`src/msl_pkg.sv`:
```
`timescale 1ns / 1ps
// ----------------------------------------------------------------------------
// msl_pkg
// Shared types and constants of the multi-stack linked pool unit.
// ----------------------------------------------------------------------------
package msl_pkg;

  // Fixed field widths of a request and a response
  localparam int unsigned ValW = 32;
  localparam int unsigned SelW = 3;

  // Operation codes carried by req_type
  typedef enum logic {
    OP_PUSH = 1'b0,
    OP_POP  = 1'b1
  } op_e;

  // Response status codes
  typedef enum logic [1:0] {
    ST_OK    = 2'd0,
    ST_EMPTY = 2'd1,
    ST_FULL  = 2'd2
  } status_e;

  // Commands from the controller to the datapath
  typedef struct packed {
    logic load;    // capture the request and issue the pool read
    logic commit;  // apply the update and load the response register
  } ctrl_cmd_t;

endpackage

```
`src/msl_if.sv`:
```
`timescale 1ns / 1ps
// ----------------------------------------------------------------------------
// msl_req_if / msl_rsp_if
// Valid/ready channels for requests and responses of the pool unit.
// ----------------------------------------------------------------------------
interface msl_req_if;
  logic                           valid;
  logic                           ready;
  logic                           req_type;
  logic [msl_pkg::SelW-1:0]       stack_select;
  logic signed [msl_pkg::ValW-1:0] push_value;

  modport source (output valid, output req_type, output stack_select,
                  output push_value, input ready);
  modport sink   (input valid, input req_type, input stack_select,
                  input push_value, output ready);
endinterface

interface msl_rsp_if;
  logic                            valid;
  logic                            ready;
  logic signed [msl_pkg::ValW-1:0] pop_value;
  logic [1:0]                      status;
  logic                            stack_empty;

  modport source (output valid, output pop_value, output status,
                  output stack_empty, input ready);
  modport sink   (input valid, input pop_value, input status,
                  input stack_empty, output ready);
endinterface

```
`src/multi_stack_linked_pool_unit.sv`:
```
`timescale 1ns / 1ps
// ----------------------------------------------------------------------------
// multi_stack_linked_pool_unit
// Several LIFO stacks kept as linked lists over one shared node pool.
// ----------------------------------------------------------------------------
// Usage:
//   req_i carries one operation per transaction: push push_value onto the
//   stack named by stack_select, or pop its top. rsp_o returns exactly one
//   response transaction per request with pop_value, a status (ok, pop from
//   empty stack, pool full) and whether the stack is empty afterwards.
//   Sequencing: an accepted request issues the registered pool read and
//   moves the controller to S_EXEC; from there, once the response register
//   is free, the update commits and the response is raised.
//   Overlap: no new request is taken until the previous one commits; the
//   pool memory's registered read of the node comes before its write.
//   Reset: all stacks empty, free list empty, no node handed out. Pool
//   contents are not cleared; only written nodes are ever read.
//   Stall: a pending response holds while rsp_o.ready is low; one further
//   request is taken and waits, after its read, until the response register
//   drains.
// ----------------------------------------------------------------------------
module multi_stack_linked_pool_unit #(
  parameter int unsigned NUM_STACKS = 8,
  parameter int unsigned POOL_DEPTH = 64
) (
  input  logic      clk_i,
  input  logic      rst_ni,
  msl_req_if.sink   req_i,
  msl_rsp_if.source rsp_o
);

  msl_pkg::ctrl_cmd_t cmd;

  msl_ctrl u_ctrl (
    .clk_i       (clk_i),
    .rst_ni      (rst_ni),
    .in_valid_i  (req_i.valid),
    .in_ready_o  (req_i.ready),
    .out_valid_o (rsp_o.valid),
    .out_ready_i (rsp_o.ready),
    .cmd_o       (cmd)
  );

  msl_dp #(
    .NUM_STACKS (NUM_STACKS),
    .POOL_DEPTH (POOL_DEPTH)
  ) u_dp (
    .clk_i          (clk_i),
    .rst_ni         (rst_ni),
    .cmd_i          (cmd),
    .req_type_i     (req_i.req_type),
    .stack_select_i (req_i.stack_select),
    .push_value_i   (req_i.push_value),
    .pop_value_o    (rsp_o.pop_value),
    .status_o       (rsp_o.status),
    .stack_empty_o  (rsp_o.stack_empty)
  );

endmodule

```
`src/msl_ram.sv`:
```
`timescale 1ns / 1ps
// ----------------------------------------------------------------------------
// msl_ram
// Generic single-write, single-read RAM with registered read data.
// ----------------------------------------------------------------------------
module msl_ram #(
  parameter int unsigned WIDTH = 32,
  parameter int unsigned DEPTH = 64
) (
  input  logic                     clk_i,
  input  logic                     we_i,
  input  logic [$clog2(DEPTH)-1:0] waddr_i,
  input  logic [WIDTH-1:0]         wdata_i,
  input  logic                     re_i,
  input  logic [$clog2(DEPTH)-1:0] raddr_i,
  output logic [WIDTH-1:0]         rdata_o
);

  logic [WIDTH-1:0] mem_q [DEPTH];
  logic [WIDTH-1:0] rdata_q;

  // Write port
  always_ff @(posedge clk_i) begin
    if (we_i) begin
      mem_q[waddr_i] <= wdata_i;
    end
  end

  // Registered read, held while no read is issued
  always_ff @(posedge clk_i) begin
    if (re_i) begin
      rdata_q <= mem_q[raddr_i];
    end
  end

  assign rdata_o = rdata_q;

endmodule

```
`src/msl_dp.sv`:
```
`timescale 1ns / 1ps
// ----------------------------------------------------------------------------
// msl_dp
// Datapath: stack top pointers, free list head, bump counter, node pool
// memory and the response payload register.
// ----------------------------------------------------------------------------
module msl_dp #(
  parameter int unsigned NUM_STACKS = 8,
  parameter int unsigned POOL_DEPTH = 64
) (
  input  logic                            clk_i,
  input  logic                            rst_ni,
  input  msl_pkg::ctrl_cmd_t              cmd_i,
  input  logic                            req_type_i,
  input  logic [msl_pkg::SelW-1:0]        stack_select_i,
  input  logic signed [msl_pkg::ValW-1:0] push_value_i,
  output logic signed [msl_pkg::ValW-1:0] pop_value_o,
  output logic [1:0]                      status_o,
  output logic                            stack_empty_o
);

  // Only stacks reachable through the select field get storage
  localparam int unsigned MaxSel = 1 << msl_pkg::SelW;
  localparam int unsigned StkCnt = (NUM_STACKS < MaxSel) ? NUM_STACKS : MaxSel;
  localparam int unsigned SW     = (StkCnt > 1) ? $clog2(StkCnt) : 1;
  localparam int unsigned AW     = $clog2(POOL_DEPTH);
  localparam int unsigned PW     = $clog2(POOL_DEPTH + 1);
  localparam int unsigned VW     = msl_pkg::ValW;
  localparam int unsigned RW     = VW + PW;
  localparam logic [PW-1:0] NullPtr = PW'(POOL_DEPTH);
  localparam logic [msl_pkg::SelW:0] NumStk = (msl_pkg::SelW + 1)'(StkCnt);

  // Pointer state
  logic [PW-1:0] top_q [StkCnt];
  logic [PW-1:0] free_head_q, free_head_d;
  logic [PW-1:0] unused_q, unused_d;

  // Captured request
  logic                   pop_q;
  logic                   sel_ok_q;
  logic [SW-1:0]          idx_q;
  logic [VW-1:0]          val_q;

  // Response payload
  logic [VW-1:0]          pop_value_q, pop_value_d;
  logic [1:0]             status_q, status_d;
  logic                   empty_q, empty_d;

  // Accept-side lookup
  logic                   sel_ok_in;
  logic [SW-1:0]          idx_in;
  logic [PW-1:0]          top_in;
  logic [PW-1:0]          rd_ptr;
  logic                   rd_en;

  // Execute-side signals
  logic [PW-1:0]          top_cur;
  logic [RW-1:0]          rdata;
  logic [VW-1:0]          rd_val;
  logic [PW-1:0]          rd_next;
  logic                   top_we;
  logic [PW-1:0]          top_new;
  logic                   wr_en;
  logic [PW-1:0]          wr_ptr;
  logic [RW-1:0]          wdata;

  // Look up the addressed top and pick the node to read
  always_comb begin
    sel_ok_in = ({1'b0, stack_select_i} < NumStk);
    idx_in    = stack_select_i[SW-1:0];
    top_in    = sel_ok_in ? top_q[idx_in] : NullPtr;
    rd_ptr    = (req_type_i == msl_pkg::OP_POP) ? top_in : free_head_q;
    rd_en     = cmd_i.load && sel_ok_in && (rd_ptr != NullPtr);
  end

  // Capture the request
  always_ff @(posedge clk_i) begin
    if (cmd_i.load) begin
      pop_q    <= (req_type_i == msl_pkg::OP_POP);
      sel_ok_q <= sel_ok_in;
      idx_q    <= idx_in;
      val_q    <= push_value_i;
    end
  end

  msl_ram #(
    .WIDTH (RW),
    .DEPTH (POOL_DEPTH)
  ) u_pool (
    .clk_i   (clk_i),
    .we_i    (wr_en),
    .waddr_i (wr_ptr[AW-1:0]),
    .wdata_i (wdata),
    .re_i    (rd_en),
    .raddr_i (rd_ptr[AW-1:0]),
    .rdata_o (rdata)
  );

  assign rd_val  = rdata[RW-1:PW];
  assign rd_next = rdata[PW-1:0];

  // Resolve the operation once the node has been read
  always_comb begin
    top_cur     = sel_ok_q ? top_q[idx_q] : NullPtr;
    free_head_d = free_head_q;
    unused_d    = unused_q;
    top_we      = 1'b0;
    top_new     = top_cur;
    wr_en       = 1'b0;
    wr_ptr      = top_cur;
    wdata       = {val_q, top_cur};
    pop_value_d = '0;
    status_d    = msl_pkg::ST_OK;
    empty_d     = 1'b1;
    priority if (!sel_ok_q) begin
      status_d = pop_q ? msl_pkg::ST_EMPTY : msl_pkg::ST_FULL;
    end else if (pop_q) begin
      if (top_cur == NullPtr) begin
        status_d = msl_pkg::ST_EMPTY;
      end else begin
        // Unlink the top node and return it to the free list
        pop_value_d = rd_val;
        top_we      = 1'b1;
        top_new     = rd_next;
        wr_en       = 1'b1;
        wr_ptr      = top_cur;
        wdata       = {rd_val, free_head_q};
        free_head_d = top_cur;
        empty_d     = (rd_next == NullPtr);
      end
    end else if (free_head_q != NullPtr) begin
      // Reuse the free list head
      free_head_d = rd_next;
      top_we      = 1'b1;
      top_new     = free_head_q;
      wr_en       = 1'b1;
      wr_ptr      = free_head_q;
      empty_d     = 1'b0;
    end else if (unused_q < NullPtr) begin
      // Hand out a fresh node
      unused_d = unused_q + PW'(1);
      top_we   = 1'b1;
      top_new  = unused_q;
      wr_en    = 1'b1;
      wr_ptr   = unused_q;
      empty_d  = 1'b0;
    end else begin
      status_d = msl_pkg::ST_FULL;
      empty_d  = (top_cur == NullPtr);
    end
    if (!cmd_i.commit) begin
      wr_en = 1'b0;
    end
  end

  // Update pointer state on commit
  always_ff @(posedge clk_i or negedge rst_ni) begin
    if (!rst_ni) begin
      for (int k = 0; k < StkCnt; k++) begin
        top_q[k] <= NullPtr;
      end
      free_head_q <= NullPtr;
      unused_q    <= '0;
    end else if (cmd_i.commit) begin
      if (top_we) begin
        top_q[idx_q] <= top_new;
      end
      free_head_q <= free_head_d;
      unused_q    <= unused_d;
    end
  end

  // Load the response payload
  always_ff @(posedge clk_i) begin
    if (cmd_i.commit) begin
      pop_value_q <= pop_value_d;
      status_q    <= status_d;
      empty_q     <= empty_d;
    end
  end

  assign pop_value_o   = pop_value_q;
  assign status_o      = status_q;
  assign stack_empty_o = empty_q;

endmodule

```
`src/msl_ctrl.sv`:
```
`timescale 1ns / 1ps
// ----------------------------------------------------------------------------
// msl_ctrl
// Controller: takes one request at a time, sequences the pool read and the
// update, and owns the response valid flag.
// ----------------------------------------------------------------------------
module msl_ctrl (
  input  logic               clk_i,
  input  logic               rst_ni,
  input  logic               in_valid_i,
  output logic               in_ready_o,
  output logic               out_valid_o,
  input  logic               out_ready_i,
  output msl_pkg::ctrl_cmd_t cmd_o
);

  typedef enum logic {
    S_IDLE,
    S_EXEC
  } state_e;

  state_e state_q;
  logic   out_valid_q;
  logic   slot_free;

  // Response slot frees up when empty or taken this cycle
  assign slot_free    = !out_valid_q || out_ready_i;
  assign in_ready_o   = (state_q == S_IDLE);
  assign cmd_o.load   = in_ready_o && in_valid_i;
  assign cmd_o.commit = (state_q == S_EXEC) && slot_free;
  assign out_valid_o  = out_valid_q;

  // State and response valid
  always_ff @(posedge clk_i or negedge rst_ni) begin
    if (!rst_ni) begin
      state_q     <= S_IDLE;
      out_valid_q <= 1'b0;
    end else begin
      if (out_ready_i) begin
        out_valid_q <= 1'b0;
      end
      unique case (state_q)
        S_IDLE: begin
          if (in_valid_i) begin
            state_q <= S_EXEC;
          end
        end
        S_EXEC: begin
          if (slot_free) begin
            out_valid_q <= 1'b1;
            state_q     <= S_IDLE;
          end
        end
        default: begin
          state_q <= S_IDLE;
        end
      endcase
    end
  end

endmodule

```
`src/flat_wrapper.sv`:
```
// flat-port wrapper written by rule: the top's interface ports become plain ports
module multi_stack_linked_pool_unit_flat 
#(
  parameter int unsigned NUM_STACKS = 8,
  parameter int unsigned POOL_DEPTH = 64
)
  (clk_i, rst_ni, req_i_valid, req_i_req_type, req_i_stack_select, req_i_push_value, req_i_ready, rsp_o_valid, rsp_o_pop_value, rsp_o_status, rsp_o_stack_empty, rsp_o_ready);
  msl_req_if req_i_i ();
  msl_rsp_if rsp_o_i ();
  input  logic clk_i;
  input  logic rst_ni;
  input wire logic [$bits(req_i_i.valid)-1:0] req_i_valid;
  input wire logic [$bits(req_i_i.req_type)-1:0] req_i_req_type;
  input wire logic [$bits(req_i_i.stack_select)-1:0] req_i_stack_select;
  input wire logic [$bits(req_i_i.push_value)-1:0] req_i_push_value;
  output wire logic [$bits(req_i_i.ready)-1:0] req_i_ready;
  output wire logic [$bits(rsp_o_i.valid)-1:0] rsp_o_valid;
  output wire logic [$bits(rsp_o_i.pop_value)-1:0] rsp_o_pop_value;
  output wire logic [$bits(rsp_o_i.status)-1:0] rsp_o_status;
  output wire logic [$bits(rsp_o_i.stack_empty)-1:0] rsp_o_stack_empty;
  input wire logic [$bits(rsp_o_i.ready)-1:0] rsp_o_ready;
  assign req_i_i.valid = req_i_valid;
  assign req_i_i.req_type = req_i_req_type;
  assign req_i_i.stack_select = req_i_stack_select;
  assign req_i_i.push_value = req_i_push_value;
  assign req_i_ready = req_i_i.ready;
  assign rsp_o_valid = rsp_o_i.valid;
  assign rsp_o_pop_value = rsp_o_i.pop_value;
  assign rsp_o_status = rsp_o_i.status;
  assign rsp_o_stack_empty = rsp_o_i.stack_empty;
  assign rsp_o_i.ready = rsp_o_ready;
  multi_stack_linked_pool_unit #(.NUM_STACKS(NUM_STACKS), .POOL_DEPTH(POOL_DEPTH)) u_core (.clk_i(clk_i), .rst_ni(rst_ni), .req_i(req_i_i), .rsp_o(rsp_o_i));
endmodule
```
`config.mk`:
```
export PLATFORM = sky130hd
export DESIGN_NAME = multi_stack_linked_pool_unit_flat
export DESIGN_NICKNAME = d
export VERILOG_FILES = /design/src/msl_pkg.sv /design/src/msl_if.sv /design/src/multi_stack_linked_pool_unit.sv /design/src/msl_ram.sv /design/src/msl_dp.sv /design/src/msl_ctrl.sv /design/src/flat_wrapper.sv
export SDC_FILE = /design/constraint.sdc
export NUM_CORES = 2
export LEC_CHECK = 0
export ABC_AREA = 1
export BUFFER_PORTS_ARGS = -buffer_cell sky130_fd_sc_hd__buf_2
export CAP_MARGIN = 20
export CORE_MARGIN = 2
export CORE_UTILIZATION = 46
export CTS_CLUSTER_SIZE = 10
export DETAILED_ROUTE_END_ITERATION = 10
export GPL_TIMING_DRIVEN = 0
export HOLD_SLACK_MARGIN = 0.03
export PLACE_DENSITY_LB_ADDON = 0.25
export SLEW_MARGIN = 20
export SYNTH_ARGS = -nofsm -noshare
export SYNTH_HDL_FRONTEND = slang
export SYNTH_SLANG_ARGS = --single-unit
```
`constraint.sdc`:
```
create_clock -name clk_i -period 8.95 [get_ports clk_i]
set_input_delay 0.895 -clock clk_i [delete_from_list [all_inputs] [get_ports clk_i]]
set_output_delay 0.895 -clock clk_i [all_outputs]
set_load 0.005 [all_outputs]
```
=== Word-level counts from Yosys, hierarchy flattened ===
Memory sizes are Yosys's and may differ from the RTL's. A register that Yosys moved wholly into a read port is not among the register bits.
Index checks and enable logic that the tools add are counted.

* Output and inout port bits: 37
* Memories kept: 1
* Input port bits: 40
* RAM bits: 2496
* Register bits after elaboration: 143
* Word-level logic and storage cells: 86

* Reductions and logical operators: 11
* Bitwise gates (word level): 5
* $lt $le $gt $ge: 4
* $add $sub $neg: 1
* Equal/unequal tests: 5
* Multiplexer cells: 41

{| class="wikitable"
|+ Memories
! name !! depth !! width !! rd ports !! clocked after Yosys merged registers in !! wr ports !! RTL line !! text
|-
| u_core.u_dp.u_pool.mem_q || 64 || 39 || 1 || 1 || 1 || msl_ram.sv:19 || <nowiki>logic [WIDTH-1:0] mem_q [DEPTH];</nowiki>
|}

{| class="wikitable"
|+ Operator list
! kind !! count
|-
| 2-to-1 mux 7 bit || 13
|-
| 2-to-1 mux 39 bit || 2
|-
| bitwise mux 56 bit || 1
|-
| binary-select mux 7 bit (select 3 bit) || 2
|-
| demux 7 bit (select 3 bit) || 1
|-
| 2-to-1 mux 1 bit || 17
|-
| equality test 7 bit (second input constant) || 2
|-
| inequality test 7 bit (second input constant) || 2
|-
| >= comparator 4 bit (second input constant) || 2
|-
| inverter 3 -> 4 bit || 2
|-
| adder 7 x 1 -> 7 bit (second input constant) || 1
|-
| < comparator 7 bit (second input constant) || 1
|-
| 2-to-1 mux 2 bit || 3
|-
| 2-to-1 mux 6 bit || 1
|-
| logical AND 1 bit || 4
|-
| < comparator 4 x 1 -> 1 bit (second input constant) || 1
|-
| AND reduction 4 bit || 1
|-
| inverter 1 bit || 3
|-
| AND reduction 3 bit || 1
|-
| inequality test 2 bit (second input constant) || 1
|-
| case mux 1 bit (2 select lines) || 1
|-
| AND reduction 2 bit || 1
|-
| nonzero test 2 bit || 1
|-
| OR reduction 2 bit || 1
|-
| 2 further kinds || 2
|}

=== Longest topological paths before layout ===
* Depth in word-level cells: 10
* Depth in mapped cells: 20
* Gate-level depth less buffers: 16

=== Modules after synthesis ===
A second synthesis with hierarchy kept.

* Cell total of the unflattened synthesis: 9155
* Area, all modules: 109174.7 um^2

{| class="wikitable"
|+ By module, submodules not included
! module !! cells an instance !! times used !! area each (um^2) !! seq. area each (um^2)
|-
| msl_ram || 8234 || 1 || 101482.3 || 76123.0
|-
| msl_dp || 910 || 1 || 7599.8 || 3895.0
|-
| msl_ctrl || 11 || 1 || 92.6 || 50.0
|}

=== Least setup slack after synthesis ===
Ideal clock, no wire load.

* Path kind: input to register
* Start point: input port req_i_valid
* End point: register u_core.u_dp.u_pool.rdata_q[0] (netlist: u_core.u_dp.u_pool.rdata_o[0]), read port of u_core.u_dp.u_pool.mem_q, enable pin
* Required time: 8492 ps
* Path slack: 3748 ps
* Arrival: 4745 ps
* Buffers on the path: 0
* Library setup time: 458 ps
* Cell stages on the path: 4
* Cell sequence: inv_1 -> nor2_1 -> inv_1 -> a41oi_1

{| class="wikitable"
|+ RTL lines
! item !! RTL line !! text
|-
| start, declared || flat_wrapper.sv:12 || <nowiki>input wire logic [$bits(req_i_i.valid)-1:0] req_i_valid;</nowiki>
|-
| end, declared || msl_ram.sv:20 || <nowiki>logic [WIDTH-1:0] rdata_q;</nowiki>
|}

=== Final worst setup path ===
* Start point: register u_core.u_dp.idx_q[1]
* End point: memory u_core.u_dp.u_pool.mem_q[42][8] in the netlist's numbering, enable pin

* Word-level cells in the longest chain between the ends: 10
* Elaborated cells between the ends (all ways): 13
* Classes of those cells: eq/ne: 1; mux: 11; bitwise: 1

{| class="wikitable"
|+ RTL lines
! item !! RTL line !! text
|-
| start, declared || msl_dp.sv:41 || <nowiki>logic [SW-1:0] idx_q;</nowiki>
|-
| start signal, assigned || msl_dp.sv:81 || <nowiki>idx_q <= idx_in;</nowiki>
|-
| inverter 3 -> 4 bit (not written as such) (*) || msl_dp.sv:104 || <nowiki>top_cur = sel_ok_q ? top_q[idx_q] : NullPtr;</nowiki>
|-
| binary-select mux 7 bit (select 3 bit) (*) || msl_dp.sv:104 ||
|-
| 2-to-1 mux 7 bit (not written as such) (*) (2 in a row) || msl_dp.sv:104 ||
|-
| equality test 7 bit || msl_dp.sv:118 || <nowiki>if (top_cur == NullPtr) begin</nowiki>
|-
| 2-to-1 mux 1 bit || msl_dp.sv:118 ||
|-
| 2-to-1 mux 1 bit || msl_dp.sv:117 || <nowiki>end else if (pop_q) begin</nowiki>
|-
| 2-to-1 mux 1 bit || msl_dp.sv:151 || <nowiki>if (!cmd_i.commit) begin</nowiki>
|-
| 2-to-1 mux 1 bit || msl_ram.sv:24 || <nowiki>if (we_i) begin</nowiki>
|-
| 2-to-1 mux 1 bit (not written as such) || msl_ram.sv:25 || <nowiki>mem_q[waddr_i] <= wdata_i;</nowiki>
|-
| end, declared || msl_ram.sv:19 ||
|}

Mark *: on every way between the ends. The rest lies on a longest branch, timed or not. The select of a mux whose other input is x is not followed.

==> results.txt <==
status = completed
Final setup viols = 0
Hold Path Class = in2reg
Worst Setup SP = u_core.u_dp.idx_q[1]$_DFFE_PP_
Worst Setup Start Kind = flop
leakage power = 52.2 nW
critical path's largest stage delay = 0.81 ns
Post-Route WL = 439000 um
critical path required time = 9.56 ns
vias in the first global route = 81500
worst slew pin tran = 1.22 ns
Final Cycle Share = 59.6%
Starting Density = 46.3%
Power Density = 296 nW/um^2
Mapped Cells = 10300
RD Place Congestion = 0.974
DR WL met2 = 194000 um
GRT overflow = 0
Iter 0 DRT Violations = 13400
Post-Syn Area = 115000 sq um
Final Hold Viols = 0
Die Ht = 504 um
asr flop ratio synth = 2.69%
FF-to-FF setup slack = 3.61 ns
clock latency on the worst-skew pair = 0.97 ns
CP endpoint = u_core.u_dp.u_pool.mem_q[42][8]$_DFFE_PP_
Setup WS pre-CTS = 3.20 ns
largest net degree at the start of global routing = 58
Max-Cap Viols = 0
commonest register cell after synthesis = edfxtp_1
number of synthesized flops with an enable pin = 2606
H-tree Lvls = 5
Critical Path End Type = flop
Yosys cell types = 38
area delta synth->final = 18.1%
crit-path cells = buf_6 > inv_2 > nand3_1 > o22ai_1 > nor2_1 > nand2_1 > nor2_1 > o21ai_0 > nand2_1 > a21oi_1 > nand3_1 > nor2_4 > buf_16 > buf_12 > buf_12
maximum clock path buffer count = 4
worst r2r dst = u_core.u_dp.u_pool.mem_q[42][8]$_DFFE_PP_
WL/cell = 30.5 um
register clock-pin slew on the reported worst setup and hold paths = 0.06 ns
CTS resizes = 0
first-pass GRT wire length = 605000 um
fillers = 20800
sequential element share of the synthesized area = 69.5%
clock sink count = 2678
WP data arrival = 5.95 ns
GRT Util Overall = 33.7%
die area = 254000 sq um
Slew HR = 18.5%
Final min period = 5.34 ns
Setup CP Type = reg2reg
Clock Skews = 0.0757 ns
worst setup slack after layout = 3.61 ns
core box area = 249000 sq um
fmax = 187 MHz
initial antenna violation count = 25
Via density = 6.01
Ys Warns = 0
First-pass DRT Iterations = 6
R2R depth = 15
hpwl dp = 319000 um
RSZ-0062 raised after global routing = false
nets = 11000
Residual DRC = 0
CTS tree = done
layout cell share with drive strength beyond 1 = 10.9%
clock root buffer = clkbuf_16
total CTS buffers = 322
top sig layer = met5
IO Port Bufs = 76
worst reg2reg startpoint = u_core.u_dp.idx_q[1]$_DFFE_PP_
Die X = 504 um
I/O pin count = 77
antenna violation net count after detailed routing = 0
VDD IR max = 0.000167 V
Pins Over Slew Limit = 0
fin area = 136000 sq um
critical path's slowest cell = nor2_4
met3 WL = 51200 um
via count = 86400
DP Area = 127000 sq um
syn_nets = 10300
Syn Area/Cell = 11.2 sq um
Yosys reg bits = 2678
critical-path maximum fanout = 13
WL met1 = 160000 um
row count = 183
[final cells by class]
type	count	area [sq um]	share of cell area, %
repair buffers	353	7180	5.28
clock inverters	15	134	0.0984
plain buffers	688	3230	2.37
multi-input cells	5846	28800	21.1
diodes	13	32.5	0.0239
well taps	3330	4170	3.06
flip-flops and latches	2678	80100	58.9
clock buffers	375	8360	6.15
inverters	1088	4090	3.00
[sequential cells by signal, indices dropped and copies added, names as in the netlist]
name	flops
u_core.u_dp.pop_value_o	32
u_core.u_dp.val_q	32
u_core.u_dp.free_head_q	7
u_core.u_dp.stack_empty_o	1
u_core.u_dp.status_o	2
u_core.u_dp.u_pool.rdata_o	39
u_core.u_dp.unused_q	7
u_core.u_ctrl.state_q	1
u_core.u_dp.idx_q	3
u_core.u_dp.top_q	56
u_core.u_ctrl.out_valid_o	1
u_core.u_dp.pop_q	1
u_core.u_dp.u_pool.mem_q	2496
[worst min path at each step]
stage / startpoint / depth (start not counted) / slack [ns] / to
after floorplan: u_core.u_dp.top_q[27]$_DFFE_PN1P_ / 2 / 0.46 / u_core.u_dp.top_q[27]$_DFFE_PN1P_
after global placement: u_core.u_dp.top_q[55]$_DFFE_PN1P_ / 2 / 0.47 / u_core.u_dp.top_q[55]$_DFFE_PN1P_
after detailed placement: u_core.u_dp.top_q[20]$_DFFE_PN1P_ / 2 / 0.48 / u_core.u_dp.top_q[20]$_DFFE_PN1P_
after CTS: req_i_push_value[23] / 1 / 0.06 / u_core.u_dp.val_q[23]$_DFFE_PP_
after global routing: req_i_push_value[16] / 1 / 0.08 / u_core.u_dp.val_q[16]$_DFFE_PP_
final: req_i_push_value[0] / 1 / 0.1 / u_core.u_dp.val_q[0]$_DFFE_PP_
[cells in the final DEF (no fill, tap or decap), types with 12 or more instances in the layout]
master,Yosys,routed
a21oi_1,23,22
buf_1,79,78
buf_12,1,95
buf_16,0,174
buf_2,272,347
buf_4,63,64
clkbuf_1,268,302
clkbuf_16,0,326
clkbuf_2,0,14
dfrtp_1,63,63
diode_2,0,13
edfxtp_1,2606,2606
inv_1,1076,1075
inv_2,11,12
nand2_1,2213,2213
nand3_1,2654,2654
nand3b_1,545,545
nor2_1,199,134
nor2_4,5,70
o21ai_0,100,66
o21ai_1,38,37
o21ai_4,0,34
o22ai_1,27,23
[report_power, final]
| part | total [mW] | internal (mW) | switching [mW] |
|---|---|---|---|
| sequential | 15.4 | 15.2 | 0.146 |
| combinational | 13.6 | 3.43 | 10.2 |
| clock | 11.4 | 6.51 | 4.84 |
| total | 40.3 | 25.2 | 15.2 |
[layer usage]
metal,vias up,global-route usage [%]
met5,-,0
met4,4,21.4
met3,1276,8.06
met2,5895,51.5
met1,42400,43.2
li1,36900,-
[worst max-delay path: cells and delay by family (launching register included)]
family                 cells  cell delay [ns]
AND/OR/NAND/NOR            7             2.48
AO/OA/AOI/OAI              3             1.14
flip-flops                 1             0.41
buffers and inverters      5             0.91
[synth_stat cells, drive strengths merged (3+ instances only)]
cell type | n | area, sq um
a22oi | 3 | 22.5
o22ai | 27 | 169
dfrtp | 63 | 1580
inv | 1088 | 4090
nand3 | 2659 | 13300
a21oi | 24 | 131
nand3b | 545 | 4090
clkbuf | 268 | 1010
xor2 | 5 | 43.8
nand2 | 2217 | 8340
edfxtp | 2606 | 78300
dfstp | 9 | 236
o21ai | 145 | 752
nor2 | 209 | 835
buf | 420 | 2210
nand4 | 4 | 25.0
[kinds of logic (layout without fill, tap and decap cells)]
| logic type | after synthesis | after routing | synth area share [%] |
|---|---|---|---|
| adders and majority gates | 1 | 1 | 0.0109 |
| and+or+nand+nor | 5636 | 5636 | 23.1 |
| other | 0 | 13 | 0 |
| DFF | 2678 | 2678 | 69.5 |
| xor gates and xnor gates | 5 | 5 | 0.0380 |
| muxes | 1 | 1 | 0.00978 |
| buffers and inverters | 1776 | 2519 | 6.34 |
| AOI/OAI and AO/OA | 203 | 203 | 0.960 |
[timing repair]
| action | CTS | global route |
|---|---|---|
| endpoints found under the hold margin | 14 | 0 |
| setup buffers | 0 | 0 |
| hold buffers | 1 | 0 |
[stage by stage]
step            TNS, ns  instances  hold slack [ns]  utilization (%)  power [mW]
4_1_cts               0      14400           0.0591             54.6        39.8
3_3_place_gp   -5326.87      13700            0.471             48.1        27.8
2_1_floorplan         0      10300            0.457                -        21.9
5_1_grt               0      14400           0.0755             54.6        41.2
6_report              0      14400           0.0966             54.7        40.3
3_5_place_dp          0      14000            0.479             51.2        28.7
No activity file was read; power rests on OpenSTA's default activity.
